### config.mk
export PLATFORM = sky130hd
export DESIGN_NAME = chacha_front
export DESIGN_NICKNAME = d
export VERILOG_FILES = /design/src/rtl/core/chacha_pkg.sv /design/src/rtl/core/chacha_front.sv
export SDC_FILE = /design/constraint.sdc
export NUM_CORES = 1
export LEC_CHECK = 0
export ABC_CLOCK_PERIOD_IN_PS = 7500
export CORE_ASPECT_RATIO = 1.1
export CORE_MARGIN = 2
export CORE_UTILIZATION = 60
export CTS_CLUSTER_SIZE = 30
export DETAILED_ROUTE_END_ITERATION = 8
export DONT_BUFFER_PORTS = 1
export HOLD_SLACK_MARGIN = 0.1
export PLACE_DENSITY = 0.88
export SYNTH_ARGS = -nofsm -noshare
export SYNTH_HDL_FRONTEND = slang
export SYNTH_SLANG_ARGS = --single-unit
### constraint.sdc
create_clock -name clk_i -period 7.5 [get_ports clk_i]
set_clock_uncertainty 0.2 [all_clocks]
set_input_delay 1.5 -clock clk_i [delete_from_list [all_inputs] [get_ports clk_i]]
set_output_delay 1.5 -clock clk_i [all_outputs]
set_load 0.02 [all_outputs]
### src/rtl/core/chacha_pkg.sv
// Shared types, constants and round function of the ChaCha20 stream cipher unit.
package chacha_pkg;

  localparam int unsigned CfgIdxW = 3;

  localparam logic [CfgIdxW-1:0] CFG_KEY0    = 3'd0;
  localparam logic [CfgIdxW-1:0] CFG_KEY1    = 3'd1;
  localparam logic [CfgIdxW-1:0] CFG_KEY2    = 3'd2;
  localparam logic [CfgIdxW-1:0] CFG_KEY3    = 3'd3;
  localparam logic [CfgIdxW-1:0] CFG_KEY_256 = 3'd4;
  localparam logic [CfgIdxW-1:0] CFG_NONCE   = 3'd5;

  // "expand 32-byte k" and "expand 16-byte k"
  localparam logic [3:0][31:0] SIGMA = {32'h6b206574, 32'h79622d32, 32'h3320646e, 32'h61707865};
  localparam logic [3:0][31:0] TAU   = {32'h6b206574, 32'h79622d36, 32'h3120646e, 32'h61707865};

  typedef struct packed {
    logic [63:0] msg;
    logic [3:0]  cnt;
    logic        endf;
  } item_t;

  typedef struct packed {
    logic [3:0][63:0] key;
    logic             key_256;
    logic [63:0]      nonce;
    logic             nonce_wr;
  } cfg_t;

  typedef struct packed {
    logic gen_busy;
    logic step;
  } back_status_t;

  typedef enum logic {
    BK_RUN,
    BK_GEN
  } back_state_e;

  function automatic logic [31:0] rotl(input logic [31:0] v, input int unsigned n);
    rotl = (v << n) | (v >> (32 - n));
  endfunction

  // Quarter round; result packed as {a, b, c, d}.
  function automatic logic [127:0] quarter(input logic [31:0] a_in, input logic [31:0] b_in,
                                           input logic [31:0] c_in, input logic [31:0] d_in);
    logic [31:0] a, b, c, d;
    a = a_in; b = b_in; c = c_in; d = d_in;
    a = a + b; d = rotl(d ^ a, 16);
    c = c + d; b = rotl(b ^ c, 12);
    a = a + b; d = rotl(d ^ a, 8);
    c = c + d; b = rotl(b ^ c, 7);
    quarter = {a, b, c, d};
  endfunction

endpackage

### src/rtl/core/chacha_front.sv
// Front end: input acceptance, byte count saturation and a two-entry item queue.
module chacha_front #(
  parameter int unsigned Limit = 8
) (
  input  logic                clk_i,
  input  logic                rst_ni,
  input  logic                in_valid_i,
  output logic                in_ready_o,
  input  logic [63:0]         message_bytes_i,
  input  logic [3:0]          byte_count_i,
  input  logic                message_end_i,
  output logic                head_valid_o,
  output chacha_pkg::item_t   head_o,
  input  logic                pop_i
);
  import chacha_pkg::*;

  item_t      mem_q [2];
  logic       wptr_q, rptr_q;
  logic [1:0] fill_q;
  logic       push;
  item_t      wr_item;

  assign in_ready_o   = (fill_q != 2'd2);
  assign push         = in_valid_i && in_ready_o;
  assign head_valid_o = (fill_q != 2'd0);
  assign head_o       = mem_q[rptr_q];

  always_comb begin
    wr_item.msg  = message_bytes_i;
    wr_item.cnt  = (byte_count_i > 4'(Limit)) ? 4'(Limit) : byte_count_i;
    wr_item.endf = message_end_i;
  end

  always_ff @(posedge clk_i) begin
    if (push) begin
      mem_q[wptr_q] <= wr_item;
    end
  end

  always_ff @(posedge clk_i or negedge rst_ni) begin
    if (!rst_ni) begin
      wptr_q <= 1'b0;
      rptr_q <= 1'b0;
      fill_q <= 2'd0;
    end else begin
      if (push) wptr_q <= ~wptr_q;
      if (pop_i) rptr_q <= ~rptr_q;
      fill_q <= fill_q + 2'(push) - 2'(pop_i);
    end
  end

endmodule

==> impl.org, run 1 <==
** Die
- The initial utilization of the core area, before any placement, comes to 0.623.
- From left edge to right edge, the die measures 95.8 um.
- Standard-cell rows :: 36
- Std-Cell Core Area :: 8920 um^2
- From bottom edge to top edge, the die measures 105 um.
- I/O pin count :: 144
- The floorplan step defined a die boundary enclosing 10100 um^2.

** Drt
- Final antenna-violating net count :: 0
- The first TritonRoute pass finished after 4 iterations.
- Post-DR vias/cell :: 5.63
- Summing over every cut layer, the via total after detailed routing is 2107.
- Final routed DRC violation total :: 0
- Detailed Route WL :: 8180 um
- Routed wire per std cell :: 21.9 um
- Violation count after the first detailed-route iteration :: 105

** Global route
- Via count of the first global-routing pass :: 2191
- Largest net degree at the start of global routing :: 70
- Global-route wire length before repair :: 11800 um
- Overflow left after global routing :: 0
- Global-route usage over all layers :: 0.168
- The number of antenna violations at the first check in global routing is 0.

** STA
- Slew at the pin closest to its max-slew limit :: 1.23 ns
- Number of hold violations in the final report :: 0
- Setup repair after global routing missed its margin :: false
- Setup TNS :: 0 ns
- In this run the tightest slew margin relative to its limit is 0.179.
- Timing-limited maximum frequency :: 246 MHz
- Minimum clock period after layout :: 4.06 ns
- Final period util :: 0.541
- Worst-case hold slack :: 0.368 ns
- The count of pins over their slew limit is 0.
- Number of setup violations in the final report :: 0
- Post-route worst setup slack :: 3.44 ns

** Synthesis
- For this run, the register share of the synthesized area comes to 0.763.
- Number of storage elements in the synthesis netlist :: 142
- Yosys mapped the design onto 18 distinct sky130hd cell types.
- The number of nets handed over by synthesis was 310.
- Cell count after synthesis :: 236
- In this run the cell area of the synthesized design comes to 5560 um^2.
- During synthesis, Yosys emitted a total of 0 warnings.
- A synthesized cell averages 23.6 um^2.

** Place
- I/O Buffers :: 0
- Setup slack at placement :: 3.90 ns
- Once detailed placement completed, the half-perimeter wirelength came to 5170 um.
- The congestion estimate from routability-driven global placement came to 0.729.

** Clock tree
- TritonCTS sink count :: 142
- Clock tree from TritonCTS :: yes
- # resized after CTS :: 0
- For the worst-skew pair, the clock arrives at the later sink with an insertion delay of 0.50 ns.
- Clock-pin slew on the worst setup and hold paths :: 0.06 ns
- In this run the post-CTS setup repair buffer count came out at 0.
- Counting the buffers created by CTS gives 17.
- H-tree Lvls :: 4
- Clock root cell :: sky130_fd_sc_hd__clkbuf_8
- Maximum clock insertion buffer count :: 2
- Quantity of hold-fixing buffers added after cts :: 0

** Worst hold path
- Counting instances, the worst hold path has a depth of 1.
- Class of the most critical hold timing path :: reg2reg

** Final layout
- Share of layout cells above drive strength 1 :: 0.404
- The number of antenna diodes in the final layout is 0.
- Final nets :: 322
- Leaving out fill and tap cells, the most frequent cell in the layout is sky130_fd_sc_hd__edfxtp_1.
- The library cells used most frequently in the layout, excluding fill and tap cells, are sky130_fd_sc_hd__edfxtp_1, sky130_fd_sc_hd__mux2_4, sky130_fd_sc_hd__clkbuf_16.
- The area growth from synthesis to layout is 11.0%.

** Pwr
- Power spread over the standard cell area amounts to 454 nW/um^2.
- IR analysis of the VDD net gives a maximum drop of 0.000454 V.
- The analysis attributes to cell leakage a power of 2.25 nW.

** Critical path
- Required time reported for the critical path endpoint :: 5.80 ns
- Along the worst path, the maximum fanout reaches 67.
- Path depth of the worst reg2reg path :: 4
- Worst setup path category :: reg2out
- STA classifies the critical path startpoint as a register.
- The worst setup path is captured at a primary output.
- Worst reg-to-reg setup slack :: 4.67 ns
- STA puts the critical path data arrival time at 2.36 ns.

** Job
- Max-Cap Viols :: 0

** Run status
- The run finished with clean final reports.
[cells by family (layout without fill, tap and decap cells)]
family	Yosys count	after routing	share of synthesized area
and+or+nand+nor	9	9	0.0104
DFF	142	142	0.763
AOI/OAI and AO/OA	2	2	0.00338
muxes	69	69	0.186
buffers and inverters	9	33	0.0279
xor gates and xnor gates	4	4	0.00630
adders and majority gates	1	1	0.00225
[per-layer routing]
| layer | GRT usage | wire [um] | vias to the layer above | part of all wire |
|---|---|---|---|---|
| li1 | - | - | 953 | - |
| met1 | 0.179 | 2920 | 1060 | 0.36 |
| met2 | 0.276 | 4450 | 85 | 0.54 |
| met3 | 0.0757 | 714 | 9 | 0.087 |
| met4 | 0.0857 | 102 | 0 | 0.012 |
| met5 | 0 | 0 | - | 0 |
[synth_stat cells]
library cell | count | area share
sky130_fd_sc_hd__a21bo_1 | 1 | 0.0018
sky130_fd_sc_hd__a21oi_2 | 1 | 0.0016
sky130_fd_sc_hd__and3_1 | 1 | 0.0011
sky130_fd_sc_hd__buf_12 | 7 | 0.025
sky130_fd_sc_hd__buf_6 | 1 | 0.0020
sky130_fd_sc_hd__clkbuf_1 | 1 | 0.00067
sky130_fd_sc_hd__dfrtp_1 | 4 | 0.018
sky130_fd_sc_hd__edfxtp_1 | 138 | 0.75
sky130_fd_sc_hd__ha_1 | 1 | 0.0023
sky130_fd_sc_hd__mux2_4 | 69 | 0.19
sky130_fd_sc_hd__nand2_1 | 1 | 0.00067
sky130_fd_sc_hd__nand2b_1 | 1 | 0.0011
sky130_fd_sc_hd__nor2_1 | 1 | 0.00067
sky130_fd_sc_hd__nor2b_1 | 3 | 0.0034
sky130_fd_sc_hd__nor3b_2 | 1 | 0.0023
sky130_fd_sc_hd__or2_2 | 1 | 0.0011
sky130_fd_sc_hd__xnor2_1 | 3 | 0.0047
sky130_fd_sc_hd__xor2_1 | 1 | 0.0016
[registers in the layout, indices dropped and copies added (netlist names)]
name,cells
mem_q,138
wptr_q,1
fill_q,2
rptr_q,1
[area by class of cell]
cell class / instances / area, um^2
sequential: 142 / 4250
fill: 569 / 2750
multi-input combinational: 85 / 1170
clock buffer: 18 / 418
clock inverter: 13 / 173
tap: 114 / 143
timing repair buffer: 2 / 15.0
[metrics by stage]
| stage | cell area, um^2 | std cells | power (mW) | util |
|---|---|---|---|---|
| floorplan | 5560 | 236 | 1.97 | - |
| global placement | 5580 | 343 | 1.99 | 0.625 |
| detailed placement | 5580 | 343 | 2.01 | 0.625 |
| CTS | 6170 | 374 | 2.83 | 0.692 |
| global route | 6170 | 374 | 2.91 | 0.692 |
| finish | 6170 | 374 | 2.80 | 0.692 |
[worst paths after layout]
kind                           endpoint       from
max                          head_o[56]     rptr_q
min                           fill_q[0]  fill_q[0]
max reg2reg                mem_q[0][45]  fill_q[1]
min reg2reg                   fill_q[0]  fill_q[0]
max in group asynchronous        rptr_q     rst_ni
min in group asynchronous     fill_q[1]     rst_ni
[report_power, final]
group / leakage, nW / switching, mW / internal (mW)
sequential: 1.33 / 0.0548 / 1.09
clock: 0.289 / 0.288 / 0.533
combinational: 0.629 / 0.505 / 0.329
total: 2.25 / 0.848 / 1.95
[critical path, cell delays in order (launching register included)]
cell                      delay [ns]
sky130_fd_sc_hd__dfrtp_4        0.45
sky130_fd_sc_hd__buf_4          0.89
sky130_fd_sc_hd__mux2_4         0.41
Power figures use the tool's default switching activity.
==> run 2: changes to the inputs <==
ABC_AREA = 1   (was not set)
ABC_CLOCK_PERIOD_IN_PS = 3500   (was 7500)
CORE_UTILIZATION = 56   (was 60)
PLACE_DENSITY = 0.86   (was 0.88)
clock period = 3.5 ns   (was 7.5 ns; I/O delays follow)
==> run 2 against run 1 <==
  * Die area is 7.1% higher
  * Power is 120% higher
  * Hold slack worse by 0.23 ns
  * Design area is 12% higher
  * Synthesized cell count is 5.9% higher
  * Critical path depth stayed put
  * Clock-buffer cell count stayed put
  * Critical endpoint is now head_o[39]
  * Highest routed layer unchanged
==> impl.org, run 2 <==
** Synthesis
- The largest family of logic cells by synthesized area was multiplexers (unchanged).
- The proportion of register bits with asynchronous set or reset after synthesis was 0.0282 (unchanged).
- The XOR/XNOR share of the synthesized area came to 0.00157 (was 0.00630).
- Average size of a mapped cell :: 22.3 um^2 (was 23.6 um^2)
- The post-synthesis net count came to 324 (was 310).
- Area share of the largest cell type after synthesis :: 0.744 (was 0.745)
- Number of storage elements in the synthesis netlist :: 142 (unchanged)
- The library cell with the highest instance count after synthesis was sky130_fd_sc_hd__edfxtp_1 (unchanged).
- The fraction of synthesized area in multiplexers came to 0.186 (about the same).
- The number of standard cells after synthesis is 250 (was 236).
- Cell accounting for the most synthesized area :: sky130_fd_sc_hd__edfxtp_1 (unchanged)
- The number of warnings issued by yosys is 0 (unchanged).
- Fraction of the mapped netlist area in adder cells :: 0.00225 (about the same)
- Ranking of synthesized cells by area :: sky130_fd_sc_hd__edfxtp_1, sky130_fd_sc_hd__mux2_4, sky130_fd_sc_hd__buf_12 (unchanged)
- The synthesized area is 5570 um^2 (was 5560 um^2).
- The number of distinct standard cells referenced by the synthesized netlist is 15 (was 18).
- Post-synthesis share of cell area spent on and, or, nand and nor gates :: 0.0137 (was 0.0104)
- Register area share after synthesis :: 0.762 (was 0.763)
- The share of the synthesized area in compound gates (AO/OA/AOI/OAI) is 0.00225 (was 0.00338).
- Number of enable flip-flop cells after synthesis :: 138 (unchanged)
- The most common flop cell mapped by yosys was sky130_fd_sc_hd__edfxtp_1 (unchanged).
- Synth top cells by count: sky130_fd_sc_hd__edfxtp_1, sky130_fd_sc_hd__mux2_4, sky130_fd_sc_hd__nand2_1, sky130_fd_sc_hd__buf_12, sky130_fd_sc_hd__inv_1 (was sky130_fd_sc_hd__edfxtp_1, sky130_fd_sc_hd__mux2_4, sky130_fd_sc_hd__buf_12, sky130_fd_sc_hd__dfrtp_1).

** Clock tree
- Clock tree from TritonCTS :: yes (unchanged)
- TritonCTS sink count :: 142 (unchanged)
- The clock latency of the later-clocked register in the worst-skew pair came to 0.51 ns (was 0.50 ns).
- Number of buffers added for setup after CTS :: 0 (unchanged)
- # resized after CTS :: 0 (unchanged)
- Maximum clock insertion buffer count :: 2 (unchanged)
- Clock-pin slew on the worst setup and hold paths :: 0.06 ns (about the same)
- The deepest level of the CTS H-tree is 4 (unchanged).
- CTS buffer count :: 17 (unchanged)
- Quantity of hold-fixing buffers added after cts :: 68 (was 0)
- The clock root buffer is sky130_fd_sc_hd__clkbuf_8 (unchanged).

** Global route
- The total track usage was 0.184 (was 0.168).
- Antenna violations before repair :: 0 (unchanged)
- Overflow left after global routing :: 0 (unchanged)
- Largest net degree at the start of global routing :: 37 (was 70)
- The global-route wire length before repair was 14300 um (was 11800 um).
- The via count of the first global-routing pass came to 2780 (was 2191).

** Critical path
- Worst Path Buf+Inv :: 1 (unchanged)
- The dominant delay contributor by cell family on the critical path is flip-flops (was buffers and inverters).
- The largest fanout of any net on the critical path was 29 (was 67).
- Required time reported for the critical path endpoint :: 2.60 ns (was 5.80 ns)
- Worst path cell trace :: buf_4, mux2_4 (unchanged)
- Critical Path Source Type :: register (unchanged)
- The kind of end point of the critical path was a primary output (unchanged).
- Worst setup path category :: reg2out (unchanged)
- The worst path arrival time is 2.05 ns (was 2.36 ns).
- The setup slack of the most critical reg-to-reg path was 1.16 ns (was 4.67 ns).
- Slowest Stage Delay on Critical Path :: 0.80 ns (was 0.89 ns)
- The highest-delay cell along the critical path is sky130_fd_sc_hd__dfrtp_4 (was sky130_fd_sc_hd__buf_4).

** Drt
- Routed wire per std cell :: 20.4 um (was 21.9 um)
- The detailed router's first-iteration violation count is 113 (was 105).
- Detailed Route WL :: 9510 um (was 8180 um)
- The remaining antenna violation count came to 0 (unchanged).
- Post-DR vias/cell :: 5.35 (was 5.63)
- The DRC violation count after routing came to 0 (unchanged).
- First drt pass iteration count :: 4 (unchanged)
- The via count was 2499 (was 2107).

** Final layout
- The register bank with the most flops is mem_q (unchanged).
- The total number of nets in the final design is 408 (was 322).
- Share of layout cells above drive strength 1 :: 0.305 (was 0.404)
- Regs by FF count :: mem_q x138, fill_q x2 (unchanged)
- Ant. Diodes :: 0 (unchanged)
- The layout overhead on the synthesized area is 24.1% (was 11.0%).
- Most used cells in the layout excluding fill and tap cells: sky130_fd_sc_hd__edfxtp_1, sky130_fd_sc_hd__mux2_4, sky130_fd_sc_hd__dlygate4sd3_1 (was sky130_fd_sc_hd__edfxtp_1, sky130_fd_sc_hd__mux2_4, sky130_fd_sc_hd__clkbuf_16).
- End-of-flow core utilization :: 0.706 (was 0.692)
- The post-route standard cell area excluding fillers was 6920 um^2 (was 6170 um^2).
- The most frequent standard cell in the layout excluding fill and tap cells is sky130_fd_sc_hd__edfxtp_1 (unchanged).
- Max FFs per register :: 138 (unchanged)

** STA
- Setup TNS :: 0 ns (unchanged)
- Minimum clock period after layout :: 2.95 ns
- Slew headroom :: 0.610 (was 0.179)
- The final number of setup-violating endpoints was 0 (unchanged).
- The count of pins over their slew limit was 0 (unchanged).
- In the finished design, the share of the clock period the worst path needs comes to 0.843.
- Setup repair after global routing missed its margin :: false (unchanged)
- The total count of hold-check failures in the final report is 0 (unchanged).
- The transition time at the pin with the least slew margin came to 0.584 ns (was 1.23 ns).
- Static timing analysis puts the maximum clock frequency at 339 MHz.
- The final hold slack came to 0.139 ns (was 0.368 ns).

** Pwr
- Static leakage :: 2.60 nW (was 2.25 nW)
- Switching fraction of total power :: 0.311 (was 0.303)
- Cell-internal power :: 4.17 mW (was 1.95 mW)
- The power share of the clock group is 0.281 (was 0.293).
- Total power draw :: 6.05 mW (was 2.80 mW)
- Power density over the cells :: 875 nW/um^2 (was 454 nW/um^2)
- Worst ir drop on vdd :: 0.000521 V (was 0.000454 V)
- The part of the power in registers came to 0.416 (was 0.409).
- Switching Power :: 1.89 mW (was 848 uW)
- The share of power burned in combinational logic is 0.303 (was 0.298).

** Worst hold path
- The class of the tightest hold or removal check is in2reg (was reg2reg).

** Die
- The effective utilization at floorplan came to 0.569 (was 0.623).
- The number of ports placed on the die boundary came to 144 (unchanged).
- The placeable core region came to 9790 um^2 (was 8920 um^2).
- Overall die height :: 109 um (was 105 um)
- DIE AREA :: 10800 um^2 (was 10100 um^2)
- Die Span X :: 99.1 um (was 95.8 um)
- The placement row count is 38 (was 36).

** Place
- Routability cong. :: 0.793 (was 0.729)
- The estimated wirelength of the detail-placed design came to 5860 um (was 5170 um).
- Placement-stage cell area :: 5670 um^2 (was 5580 um^2)
- The count of input and output buffers is 0 (unchanged).

** Run status
- Run status :: finished clean (unchanged)

** Job
- The reported max-cap violation count came to 0 (unchanged).
[run 2: cell types whose count changed in the layout (fill, tap and decap cells not counted), sizes merged, moves of 3 or more]
cell / change
buf: +4
dlygate4sd3: +68
inv: +7
nand2: +10
nor2: +5
nor2b: -3
xnor2: -3
[run 2: power by group through the flow]
stage                     clock [mW]  combinational, mW  sequential, mW
final                           1.70               1.83            2.52
after global routing            1.81               1.92            2.56
after CTS                       1.74               1.85            2.53
after detailed placement           0               1.77            2.56
after global placement             0               1.74            2.53
after floorplan                    0               1.75            2.44
[run 2: stage by stage]
stage	setup slack, ns	cells
2_1_floorplan	0.237	250
3_3_place_gp	1.08	367
3_5_place_dp	1.05	367
4_1_cts	0.487	467
5_1_grt	0.452	467
6_report	0.548	467
[run 2: final timing paths]
check                              end       from  depth (start not counted)
hold / removal               fill_q[1]      pop_i                          2
max in group asynchronous       rptr_q     rst_ni                          1
setup reg to reg           mem_q[1][3]  fill_q[0]                          5
min in group asynchronous    fill_q[0]     rst_ni                          1
setup / recovery            head_o[39]     rptr_q                          2
hold reg to reg              fill_q[0]  fill_q[0]                          1
[run 2: kinds of logic (layout without fill, tap and decap cells)]
| group | Yosys count | after routing |
|---|---|---|
| compound gates | 2 | 2 |
| xor+xnor | 1 | 1 |
| buf+inv | 16 | 113 |
| simple gates | 19 | 19 |
| mux | 69 | 69 |
| fa+ha+maj | 1 | 1 |
| flops | 142 | 142 |
[run 2: cell type report]
cell class                 instances  area [um^2]
fill                             582         2880
clock inverter                    14          150
clock buffer                      18          418
sequential                       142         4250
multi-input combinational         92         1160
tap                              120          150
timing repair buffer              74          763
inverter                           7         26.3
[run 2: layer usage]
layer  track usage  share of wire  vias to the layer above
li1              -              -                     1129
met3        0.0686          0.067                       16
met2         0.331           0.56                      108
met4         0.107          0.022                        0
met1         0.182           0.35                     1246
met5             0              0                        -
[run 2: worst register-to-register path, cell delays in order, from the launching register on]
cell and delay [ns]:
sky130_fd_sc_hd__dfrtp_1 0.37, sky130_fd_sc_hd__inv_1 0.07, sky130_fd_sc_hd__nand2_1 0.24, sky130_fd_sc_hd__nand2_1 0.26, sky130_fd_sc_hd__nor2_4 0.52, sky130_fd_sc_hd__buf_4 0.37
==> run 3: changes to the inputs <==
ABC_CLOCK_PERIOD_IN_PS = 2600   (was 3500)
clock period = 2.6 ns   (was 3.5 ns; I/O delays follow)
==> run 3 against run 2 <==
  * Clock power rose by 52%
  * Worst setup slack lost 0.38 ns
  * Power up 40%
  * Die area unchanged
  * Non-clock buffer count increased by 5
  * Hold slack better by 0.0069 ns
  * Wire length up 1.3%
  * Design area up 1.9%
  * Largest cell class unchanged
==> impl.org, run 3 (synthesis results as in run 2) <==
** Pwr
- The standby leakage power was 2.65 nW (was 2.60 nW).
- The total power after layout came to 8.48 mW (was 6.05 mW).
- The largest voltage drop on the vdd net is 0.000896 V (was 0.000521 V).
- The total power per unit cell area came to 1200 nW/um^2 (was 875 nW/um^2).

** Worst hold path
- Class of the most critical hold timing path :: in2reg (unchanged)

** Clock tree
- CTS buffer count :: 17 (unchanged)
- The clock root buffer was sky130_fd_sc_hd__clkbuf_8 (unchanged).
- The deepest level of the CTS H-tree came to 4 (unchanged).
- Maximum clock insertion buffer count :: 2 (unchanged)
- The number of instances resized during post-cts repair is 0 (unchanged).
- The clock input transition at the sequential cells of the worst setup and hold paths was 0.06 ns (about the same).
- Clock tree from TritonCTS :: yes (unchanged)
- TritonCTS sink count :: 142 (unchanged)
- Clock latency on the worst-skew pair :: 0.51 ns (about the same)

** Drt
- Length of routed met3 wiring :: 802 um (was 640 um)
- Detailed Route WL :: 9630 um (was 9510 um)
- The via count is 2510 (was 2499).
- The detailed router's first-iteration violation count is 134 (was 113).
- Metal1 wirelength :: 3430 um (was 3360 um)
- The average routed wire per standard cell is 20.4 um (about the same).
- The post-detailed-route via-to-cell ratio is 5.32 (was 5.35).
- Final routed DRC violation total :: 0 (unchanged)
- First drt pass iteration count :: 4 (unchanged)
- The total length of routed met2 wires came to 5190 um (was 5290 um).
- The uppermost layer routed was met4 (unchanged).
- The remaining antenna violation count is 0 (unchanged).

** Critical path
- Worst setup path category :: reg2out (unchanged)
- The setup slack of the most critical reg-to-reg path came to 0.62 ns (was 1.16 ns).
- The largest stage delay on the critical path came to 0.51 ns (was 0.80 ns).
- The kind of end point of the critical path is a primary output (unchanged).
- The required time of the critical path came to 1.88 ns (was 2.60 ns).
- Critical Path Source Type :: register (unchanged)
- Signal arrival time at the worst endpoint :: 1.71 ns (was 2.05 ns)
- The largest fanout of any net on the critical path is 36 (was 29).
- The highest-delay cell along the critical path is sky130_fd_sc_hd__dfrtp_4 (unchanged).
- Worst path cell trace: buf_12, mux2_4 (was buf_4, mux2_4).

** Global route
- The via count of the first global-routing pass is 2720 (was 2780).
- The leftover overflow at the end of global routing is 0 (unchanged).
- Global-route usage over all layers :: 0.186 (was 0.184)
- Global-route wire length before repair :: 14500 um (was 14300 um)
- Largest net degree at the start of global routing :: 54 (was 37)
- Antenna violations before repair :: 1 (was 0)

** Die
- The placeable core region was 9790 um^2 (unchanged).
- Initial cell density of the core :: 0.569 (unchanged)
- DIE AREA :: 10800 um^2 (unchanged)
- The number of ports placed on the die boundary came to 144 (unchanged).
- The placement row count is 38 (unchanged).
- The die width is 99.1 um (unchanged).
- Overall die height :: 109 um (unchanged)

** Final layout
- The register bank with the most flops was mem_q (unchanged).
- The total number of nets in the final design was 413 (was 408).
- The layout overhead on the synthesized area came to 26.5% (was 24.1%).
- End-of-flow core utilization :: 0.720 (was 0.706)
- Number of fillers in the final layout :: 569 (was 582)
- Share of layout cells above drive strength 1 :: 0.305 (about the same)
- Most used cells in the layout excluding fill and tap cells: sky130_fd_sc_hd__edfxtp_1, sky130_fd_sc_hd__dlygate4sd3_1, sky130_fd_sc_hd__mux2_4 (was sky130_fd_sc_hd__edfxtp_1, sky130_fd_sc_hd__mux2_4, sky130_fd_sc_hd__dlygate4sd3_1).
- The area taken by flip-flops and latches was 4250 um^2 (unchanged).
- Combined area of the multi-input logic cells :: 1160 um^2 (unchanged)
- Regs by FF count: mem_q x138, fill_q x2 (unchanged).
- Most common cell after layout, fill and taps aside :: sky130_fd_sc_hd__edfxtp_1 (unchanged)
- Max FFs per register :: 138 (unchanged)

** Place
- The final RePlAce weighted congestion is 0.790 (was 0.793).
- The estimated wirelength of the detail-placed design came to 5720 um (was 5860 um).
- I/O Buffers :: 0 (unchanged)

** STA
- The count of pins over their slew limit was 0 (unchanged).
- Setup repair after global routing missed its margin: false (unchanged).
- Timing-limited maximum frequency :: 411 MHz
- Number of hold violations in the final report :: 0 (unchanged)
- The transition time at the pin with the least slew margin is 0.338 ns (was 0.584 ns).
- The normalized max-slew margin is 0.775 (was 0.610).
- Number of setup violations in the final report :: 0 (unchanged)
- Subtracting the final worst setup slack from the clock period gives 2.43 ns.
- Dividing the final minimum period by the clock period gives 0.936.
- The accumulated negative setup slack came to 0 ns (unchanged).

** Job
- Max-Cap Viols :: 0 (unchanged)

** Run status
- Run status :: finished clean (unchanged)
run 3: changes by cell type in the layout (fill, tap and decap cells not counted), sizes merged:
cell | previous run | this run
bufinv | 3 | 6
clkbuf | 18 | 17
clkinv | 9 | 6
diode | 0 | 1
dlygate4sd3 | 68 | 73
run 3: final timing paths:
path | from | endpoint | cells after the start
worst max register to register | fill_q[1] | mem_q[1][19] | 4
min in group asynchronous | rst_ni | fill_q[0] | 2
worst min register to register | fill_q[0] | fill_q[0] | 1
worst min-delay path | byte_count_i[2] | mem_q[1][2] | 3
worst max-delay path | rptr_q | head_o[15] | 2
max in group asynchronous | rst_ni | rptr_q | 2
run 3: critical path, delay by kind of cell, from the launching register on:
| family | cells | cell delay (ns) |
|---|---|---|
| buffers and inverters | 1 | 0.29 |
| multiplexers | 1 | 0.37 |
| flip-flops | 1 | 0.51 |
run 3: metal layers:
metal,track usage,up-vias
met5,0,-
met4,0.0959,0
met3,0.0641,17
met2,0.324,110
met1,0.201,1239
li1,-,1144
run 3: metrics by stage:
step | hold WS (ns) | std cells | setup WS, ns | area [um^2]
floorplan | 0.0244 | 250 | -0.614 | 5580
global placement | 0.0245 | 367 | 0.698 | 5680
detailed placement | 0.0245 | 367 | 0.637 | 5680
CTS | 0.112 | 471 | 0.157 | 7050
global route | 0.149 | 472 | 0.126 | 7050
finish | 0.146 | 472 | 0.166 | 7050
run 3: area by class of cell:
| cell class | instances | share of cell area |
|---|---|---|
| Antenna cell | 1 | 0.000355 |
| Clock buffer | 17 | 0.0587 |
| Clock inverter | 14 | 0.0316 |
| Inverter | 7 | 0.00373 |
| Multi-Input combinational cell | 92 | 0.165 |
| Sequential cell | 142 | 0.602 |
| Tap cell | 120 | 0.0213 |
| Timing Repair Buffer | 79 | 0.117 |
run 3: where the power goes:
part           leakage [nW]  internal (mW)  switching (mW)
registers              1.33           3.13           0.176
clock network         0.308           1.73           0.849
logic                  1.02           1.07            1.53
run 3: repair_timing:
| action | CTS | global route |
|---|---|---|
| setup buffers | 0 | 0 |
| endpoints found under the hold margin | 146 | 0 |
| hold buffers | 73 | 0 |
| endpoints found under the setup margin | 0 | 0 |
